===== src/hdl/assert_macros.svh =====
// ---------------------------------------------------------------------------
// Assertion macros
// Shared concurrent assertion wrappers for the LCD text renderer.
// ---------------------------------------------------------------------------
`ifndef ASSERT_MACROS_SVH
`define ASSERT_MACROS_SVH

`ifndef NO_ASSERTIONS

// Checked on every clock edge outside reset.
`define GLCD_ASSERT(lbl, prop, msg) \
  lbl: assert property (@(posedge clk) disable iff (!rst_n) prop) else $error(msg);

// Checked on every clock edge, reset included.
`define GLCD_ASSERT_ALWAYS(lbl, prop, msg) \
  lbl: assert property (@(posedge clk) prop) else $error(msg);

`else

`define GLCD_ASSERT(lbl, prop, msg)
`define GLCD_ASSERT_ALWAYS(lbl, prop, msg)

`endif

`endif


===== src/hdl/glcd_pkg.sv =====
// ---------------------------------------------------------------------------
// glcd_pkg
// Constants and types shared by the character cell to LCD command renderer.
// ---------------------------------------------------------------------------
`timescale 1ns / 1ps
`default_nettype none

package glcd_pkg;

  localparam int CELLS_PER_LINE = 21;
  localparam int GLYPH_WIDTH    = 6;
  localparam int HALF_WIDTH     = 64;
  localparam int FONT_ROWS      = 128;
  localparam int GLYPH_BITS     = 8 * GLYPH_WIDTH;

  localparam logic [7:0] PAGE_SET_OP   = 8'hB8;
  localparam logic [7:0] COL_SET_OP    = 8'h40;
  localparam logic [5:0] CUR_COL_RESET = 6'd1;

  // Screen column of the first glyph column of a character (0..127).
  typedef logic [6:0] scr_col_t;

  typedef enum logic [1:0] {
    WK_PAGE,
    WK_COL,
    WK_DATA
  } word_kind_t;

  typedef struct packed {
    logic [2:0] page;
    scr_col_t   col;
    logic       inv;
  } glcd_item_t;

endpackage

`default_nettype wire


===== src/hdl/glcd_emitter.sv =====
// ---------------------------------------------------------------------------
// glcd_emitter
// Walks the six glyph columns of one character, tracks the controller
// cursor and issues page-set, column-set and data words into an output register.
// ---------------------------------------------------------------------------
`timescale 1ns / 1ps
`default_nettype none
`include "assert_macros.svh"

module glcd_emitter (
  input  wire logic                            clk,
  input  wire logic                            rst_n,
  input  wire logic                            item_valid,
  input  wire glcd_pkg::glcd_item_t            item,
  input  wire logic [glcd_pkg::GLYPH_BITS-1:0] glyph,
  output logic                                 item_take,
  output logic                                 out_valid,
  input  wire logic                            out_stall,
  output logic                                 out_right_half,
  output logic                                 out_is_data,
  output logic [7:0]                           out_lcd_byte,
  output logic                                 out_last
);
  import glcd_pkg::*;

  // Character being rendered.
  logic                  w_valid_r, w_valid_nxt;
  logic [2:0]            w_page_r, w_page_nxt;
  scr_col_t              w_col_r, w_col_nxt;
  logic                  w_inv_r, w_inv_nxt;
  logic [GLYPH_BITS-1:0] w_glyph_r, w_glyph_nxt;
  logic [2:0]            w_idx_r, w_idx_nxt;

  // Controller cursor.
  logic       cur_side_r, cur_side_nxt;
  logic [2:0] cur_page_r, cur_page_nxt;
  logic [5:0] cur_column_r, cur_column_nxt;
  logic       force_col_r, force_col_nxt;

  // Output register.
  logic       out_valid_r, out_valid_nxt;
  logic       out_right_half_r, out_right_half_nxt;
  logic       out_is_data_r, out_is_data_nxt;
  logic [7:0] out_lcd_byte_r, out_lcd_byte_nxt;
  logic       out_last_r, out_last_nxt;

  logic       side;
  logic [5:0] low;
  word_kind_t kind;
  logic       out_ok;
  logic       issue;
  logic       char_end;
  logic [7:0] word_byte;

  assign side     = (w_col_r >= scr_col_t'(HALF_WIDTH));
  assign low      = w_col_r[5:0];
  assign out_ok   = !out_valid_r || !out_stall;
  assign issue    = w_valid_r && out_ok;

  // A page-set always drags a column-set behind it, even if the column matches.
  always_comb begin
    if ((side != cur_side_r) || (w_page_r != cur_page_r)) begin
      kind = WK_PAGE;
    end else if (force_col_r || (low != cur_column_r)) begin
      kind = WK_COL;
    end else begin
      kind = WK_DATA;
    end
  end

  assign char_end  = (kind == WK_DATA) && (w_idx_r == 3'(GLYPH_WIDTH - 1));
  assign item_take = item_valid && (!w_valid_r || (issue && char_end));

  always_comb begin
    unique case (kind)
      WK_PAGE: word_byte = PAGE_SET_OP | {5'b0, w_page_r};
      WK_COL:  word_byte = COL_SET_OP | {2'b0, low};
      WK_DATA: word_byte = w_glyph_r[GLYPH_BITS-1 -: 8] ^ {8{w_inv_r}};
      default: word_byte = w_glyph_r[GLYPH_BITS-1 -: 8] ^ {8{w_inv_r}};
    endcase
  end

  always_comb begin
    w_valid_nxt    = w_valid_r;
    w_page_nxt     = w_page_r;
    w_col_nxt      = w_col_r;
    w_inv_nxt      = w_inv_r;
    w_glyph_nxt    = w_glyph_r;
    w_idx_nxt      = w_idx_r;
    cur_side_nxt   = cur_side_r;
    cur_page_nxt   = cur_page_r;
    cur_column_nxt = cur_column_r;
    force_col_nxt  = force_col_r;

    if (issue) begin
      case (kind)
        WK_PAGE: begin
          cur_side_nxt  = side;
          cur_page_nxt  = w_page_r;
          force_col_nxt = 1'b1;
        end
        WK_COL: begin
          cur_column_nxt = low;
          force_col_nxt  = 1'b0;
        end
        default: begin
          cur_column_nxt = low + 6'd1;
          w_col_nxt      = w_col_r + scr_col_t'(1);
          w_idx_nxt      = w_idx_r + 3'd1;
          w_glyph_nxt    = w_glyph_r << 8;
          if (char_end) begin
            w_valid_nxt = 1'b0;
          end
        end
      endcase
    end

    if (item_take) begin
      w_valid_nxt = 1'b1;
      w_page_nxt  = item.page;
      w_col_nxt   = item.col;
      w_inv_nxt   = item.inv;
      w_glyph_nxt = glyph;
      w_idx_nxt   = '0;
    end
  end

  always_comb begin
    out_valid_nxt      = out_valid_r;
    out_right_half_nxt = out_right_half_r;
    out_is_data_nxt    = out_is_data_r;
    out_lcd_byte_nxt   = out_lcd_byte_r;
    out_last_nxt       = out_last_r;
    if (out_ok) begin
      out_valid_nxt      = w_valid_r;
      out_right_half_nxt = side;
      out_is_data_nxt    = (kind == WK_DATA);
      out_lcd_byte_nxt   = word_byte;
      out_last_nxt       = char_end;
    end
  end

  always_ff @(posedge clk) begin
    if (!rst_n) begin
      w_valid_r    <= 1'b0;
      cur_side_r   <= 1'b0;
      cur_page_r   <= '0;
      cur_column_r <= CUR_COL_RESET;
      force_col_r  <= 1'b0;
      out_valid_r  <= 1'b0;
    end else begin
      w_valid_r    <= w_valid_nxt;
      cur_side_r   <= cur_side_nxt;
      cur_page_r   <= cur_page_nxt;
      cur_column_r <= cur_column_nxt;
      force_col_r  <= force_col_nxt;
      out_valid_r  <= out_valid_nxt;
    end
  end

  always_ff @(posedge clk) begin
    w_page_r         <= w_page_nxt;
    w_col_r          <= w_col_nxt;
    w_inv_r          <= w_inv_nxt;
    w_glyph_r        <= w_glyph_nxt;
    w_idx_r          <= w_idx_nxt;
    out_right_half_r <= out_right_half_nxt;
    out_is_data_r    <= out_is_data_nxt;
    out_lcd_byte_r   <= out_lcd_byte_nxt;
    out_last_r       <= out_last_nxt;
  end

  assign out_valid      = out_valid_r;
  assign out_right_half = out_right_half_r;
  assign out_is_data    = out_is_data_r;
  assign out_lcd_byte   = out_lcd_byte_r;
  assign out_last       = out_last_r;

  `GLCD_ASSERT(a_last_is_data, out_valid_r && out_last_r |-> out_is_data_r, "last on a non-data word")
  `GLCD_ASSERT(a_page_then_col, out_valid_r && !out_stall && !out_is_data_r && (out_lcd_byte_r[7:3] == PAGE_SET_OP[7:3]) |=> out_valid_r && !out_is_data_r && (out_lcd_byte_r[7:6] == COL_SET_OP[7:6]), "page-set not followed by column-set")
  `GLCD_ASSERT(a_char_no_gap, out_valid_r && !out_stall && out_is_data_r && !out_last_r |=> out_valid_r, "gap inside a character")
  `GLCD_ASSERT(a_idx_range, w_valid_r |-> (w_idx_r <= 3'(GLYPH_WIDTH - 1)), "glyph column index out of range")

endmodule

`default_nettype wire


===== config.mk =====
export PLATFORM = sky130hd
export DESIGN_NAME = glcd_emitter
export DESIGN_NICKNAME = d
export VERILOG_FILES = /design/src/hdl/glcd_pkg.sv /design/src/hdl/glcd_emitter.sv
export VERILOG_INCLUDE_DIRS = /design/src /design/src/hdl
export SDC_FILE = /design/constraint.sdc
export NUM_CORES = 1
export LEC_CHECK = 0
export BUFFER_PORTS_ARGS = -buffer_cell sky130_fd_sc_hd__buf_2
export CORE_UTILIZATION = 25
export CTS_BUF_LIST = sky130_fd_sc_hd__clkbuf_16
export DETAILED_ROUTE_END_ITERATION = 7
export GPL_ROUTABILITY_DRIVEN = 0
export SLEW_MARGIN = 20
export SYNTH_ARGS = -nofsm -noshare
export SYNTH_HDL_FRONTEND = slang
export SYNTH_SLANG_ARGS = --single-unit

===== constraint.sdc =====
create_clock -name clk -period 4.3 [get_ports clk]
set_input_delay 0.215 -clock clk [delete_from_list [all_inputs] [get_ports clk]]
set_output_delay 0.215 -clock clk [all_outputs]
set_load 0.1 [all_outputs]

==> results.md <==
* Diodes inserted at 0
* Worst Path Arrival at ~3200 ps
* Avg WL per Cell at 13.5 um
* Core area at approximately 16000 um2
* Crit. End Element: output port
* Max-capacitance violation count at 0
* Crit path kind: flip-flop to output port
* Final Core Density at 0.310
* CTS Sinks at 86
* Crit Path Max Fanout at 41
* Die width at 130 um
* Pin count of the biggest net entering global routing at 42
* Max clock buf depth at 2
* Worst EP required at 4090 ps
* Worst hold path type: input pin to flip-flop
* Final setup viols at 0
* Fmax at about 300 MHz
* LEAKAGE at 1.93 nW
* Fin Clk Skew at between 8 and 9 ps
* Distinct cell type count after synthesis at 38
* Design Area, Final at 4920 um2
* CTS Buf Count at 9
* RSZ-0062 raised after global routing: no
* Outcome: completed
* DRT antenna net count at 0
* Register area at 2420 um2
* Setup Buffers After CTS at 0
* R2r endpoint: w_glyph_r[12]$_DFFE_PP_
* Initial DRC Count at 120
* Cells on Worst Hold Path at 1
* Fin cells at ~580
* Place WS at around 1300 ps
* Slew Limit Fails at 0
* Hold Path End: w_page_r[0]$_DFFE_PN_
* Post-synth net total at between 300 and 400
* Layout cells sized above 1 at 0.407
* Initial Utilization at 0.257
* Fillers at about 1600
* Post-Syn Instances at 281
* Hold-fix buffers at CTS at 0
* Reg2Reg Depth at 6
* Crit path launch type: flip-flop
* Fin Setup TNS at 0 ps
* Final hold vios at 0
* Global-route wire length before repair at ~12000 um
* Final worst-path cycle share at 0.784
* Reg2reg setup slack at 1350 ps
* Hold Slack at between 40 and 50 ps
* Reg-to-Reg Start: w_col_r[2]$_DFFE_PP_
* Slew Limit Headroom at 0.547
* Vias/cell at roughly 4.1
* Clk Latency, worst-skew pair at between 300 and 400 ps
* CTS tree: built
* VDD IR max at roughly 210 uV
* Via count at about 2400
* Antenna violations before repair at 0
* Clock transition at path regs at about 70 ps
* Port bufs at 75
* Cells after DPL at 559
* Area of the multi-input gates at between 1000 and 1500 um2
* Post-Syn Area at roughly 4000 um2
* Hold wc startpoint: item[8]
* I/O pin total at 76
* Register bit total from synthesis at 86
* Layout net count at about 420
* Syn Area/Cell at roughly 15 um2
* Total congestion overflow at 0
* Register area share after synthesis at 0.594
* Post-Route WL at ~8000 um
* Die Y at around 130 um
* H-tree Lvls at 3
* Fin worst setup slack at 929 ps
* DP Wirelength at 5600 um
* First-pass DRT Iterations at 4
* PwrDens at approximately 410 nW/um2
* Placed cell area at about 4600 um2
* DRC violations left at 0
* Area grow syn2layout at 20.6%
* Gr usage total at 0.0977
* Vias in the first global route at approximately 2400
* Final Critical Period at around 3400 ps
* Full die area at 16800 um2
* CTS Root Cell: clkbuf_16
* FP Rows at 46
* Syn. warnings at 0
* Total power at 2.03 mW
* Slew @ Worst Pin at just under 700 ps
* Post-cts gate resize count at 0
## layout by cell type, fill, tap and decap left out, types with 7 or more instances in the layout
cell type,netlist,layout
a21oi_1,10,10
and2_1,8,8
buf_2,0,75
clkbuf_16,0,10
dfxtp_1,16,16
edfxtp_1,70,70
inv_1,7,7
mux2_2,16,16
mux2_4,30,30
nand2_1,20,19
nor2_1,7,7
o21ai_0,12,12
xnor2_1,12,12
xor2_1,15,15
## worst max path at each step
stage / to / depth (start not counted) / from
global placement: item_take / 6 / w_col_r[2]$_DFFE_PP_
floorplan: w_col_r[0]$_DFFE_PP_ / 4 / out_valid$_SDFFE_PN0N_
global route: item_take / 6 / w_col_r[2]$_DFFE_PP_
CTS: item_take / 6 / w_col_r[2]$_DFFE_PP_
detailed placement: item_take / 6 / w_col_r[2]$_DFFE_PP_
finish: item_take / 6 / w_col_r[2]$_DFFE_PP_
## state kept, by name, summed over array words and instances, names as in the netlist
name and cells:
w_glyph_r 48, out_lcd_byte 8, w_col_r 7, cur_column_r 6
cur_page_r 3, w_idx_r 3, w_page_r 3, cur_side_r 1
force_col_r 1, out_is_data 1, out_last 1, out_right_half 1
out_valid 1, w_inv_r 1, w_valid_r 1
## power by group
group | switching, mW | total (mW) | internal (mW)
sequential | 0.0280 | 0.995 | 0.967
combinational | 0.155 | 0.270 | 0.115
clock | 0.331 | 0.763 | 0.433
## Yosys cell counts (all sizes together)
| cell | n | area, um2 |
|---|---|---|
| nand3 | 5 | 25.0 |
| dfxtp | 16 | 320 |
| a21boi | 5 | 37.5 |
| mux2i | 4 | 40.0 |
| o21ai | 12 | 60.1 |
| nor3 | 2 | 15.0 |
| clkbuf | 9 | 33.8 |
| nor2b | 1 | 6.26 |
| ha | 5 | 62.6 |
| and4 | 1 | 8.76 |
| xor2 | 15 | 131 |
| and2 | 9 | 56.3 |
| a31oi | 1 | 6.26 |
| or3 | 2 | 12.5 |
| nor4 | 1 | 21.3 |
| edfxtp | 70 | 2100 |
| a21oi | 10 | 50.1 |
| nand2b | 1 | 6.26 |
| o311a | 1 | 10.0 |
| buf | 8 | 101 |
| xnor2 | 12 | 105 |
| o211ai | 3 | 22.5 |
| mux2 | 46 | 631 |
| o31ai | 1 | 21.3 |
| nand4 | 2 | 27.5 |
| nor2 | 7 | 26.3 |
| a2bb2oi | 1 | 8.76 |
| inv | 7 | 26.3 |
| nand2 | 20 | 75.1 |
| o311ai | 1 | 8.76 |
| and3 | 3 | 18.8 |
## cell families (layout without fill, tap and decap cells)
group,Yosys count,count (layout),synth area share
flip-flops,86,86,0.594
AND/OR/NAND/NOR,54,54,0.0733
multiplexers,50,50,0.164
AO/OA/AOI/OAI,35,35,0.0552
XOR/XNOR,27,27,0.0580
buffers and inverters,24,102,0.0396
adder cells (fa/ha/maj),5,5,0.0153
## routing by layer
metal | vias to the layer above | global-route usage | wire (um) | share of wire
li1 | 1165 | - | - | -
met1 | 1111 | 0.110 | 3320 | 0.43
met2 | 86 | 0.165 | 3730 | 0.48
met3 | 10 | 0.0410 | 612 | 0.079
met4 | 0 | 0.0356 | 102 | 0.013
met5 | - | 0 | 0 | 0
## cell type report
type                            instances  share of cell area
Clock inverter                          6             0.00967
Sequential cell                        86               0.492
Timing Repair Buffer                   79              0.0824
Clock buffer                           10              0.0509
Inverter                                7             0.00534
Tap cell                              216              0.0549
Multi-Input combinational cell        171               0.304
## worst max-delay path, stage by stage (launching register included)
cell and delay [ps]:
edfxtp_1 480, xor2_1 230, nor4_4 510, nand4_4 270, o31ai_4 260, buf_4 500
buf_2 530
No activity file was read; power rests on OpenSTA's default activity.
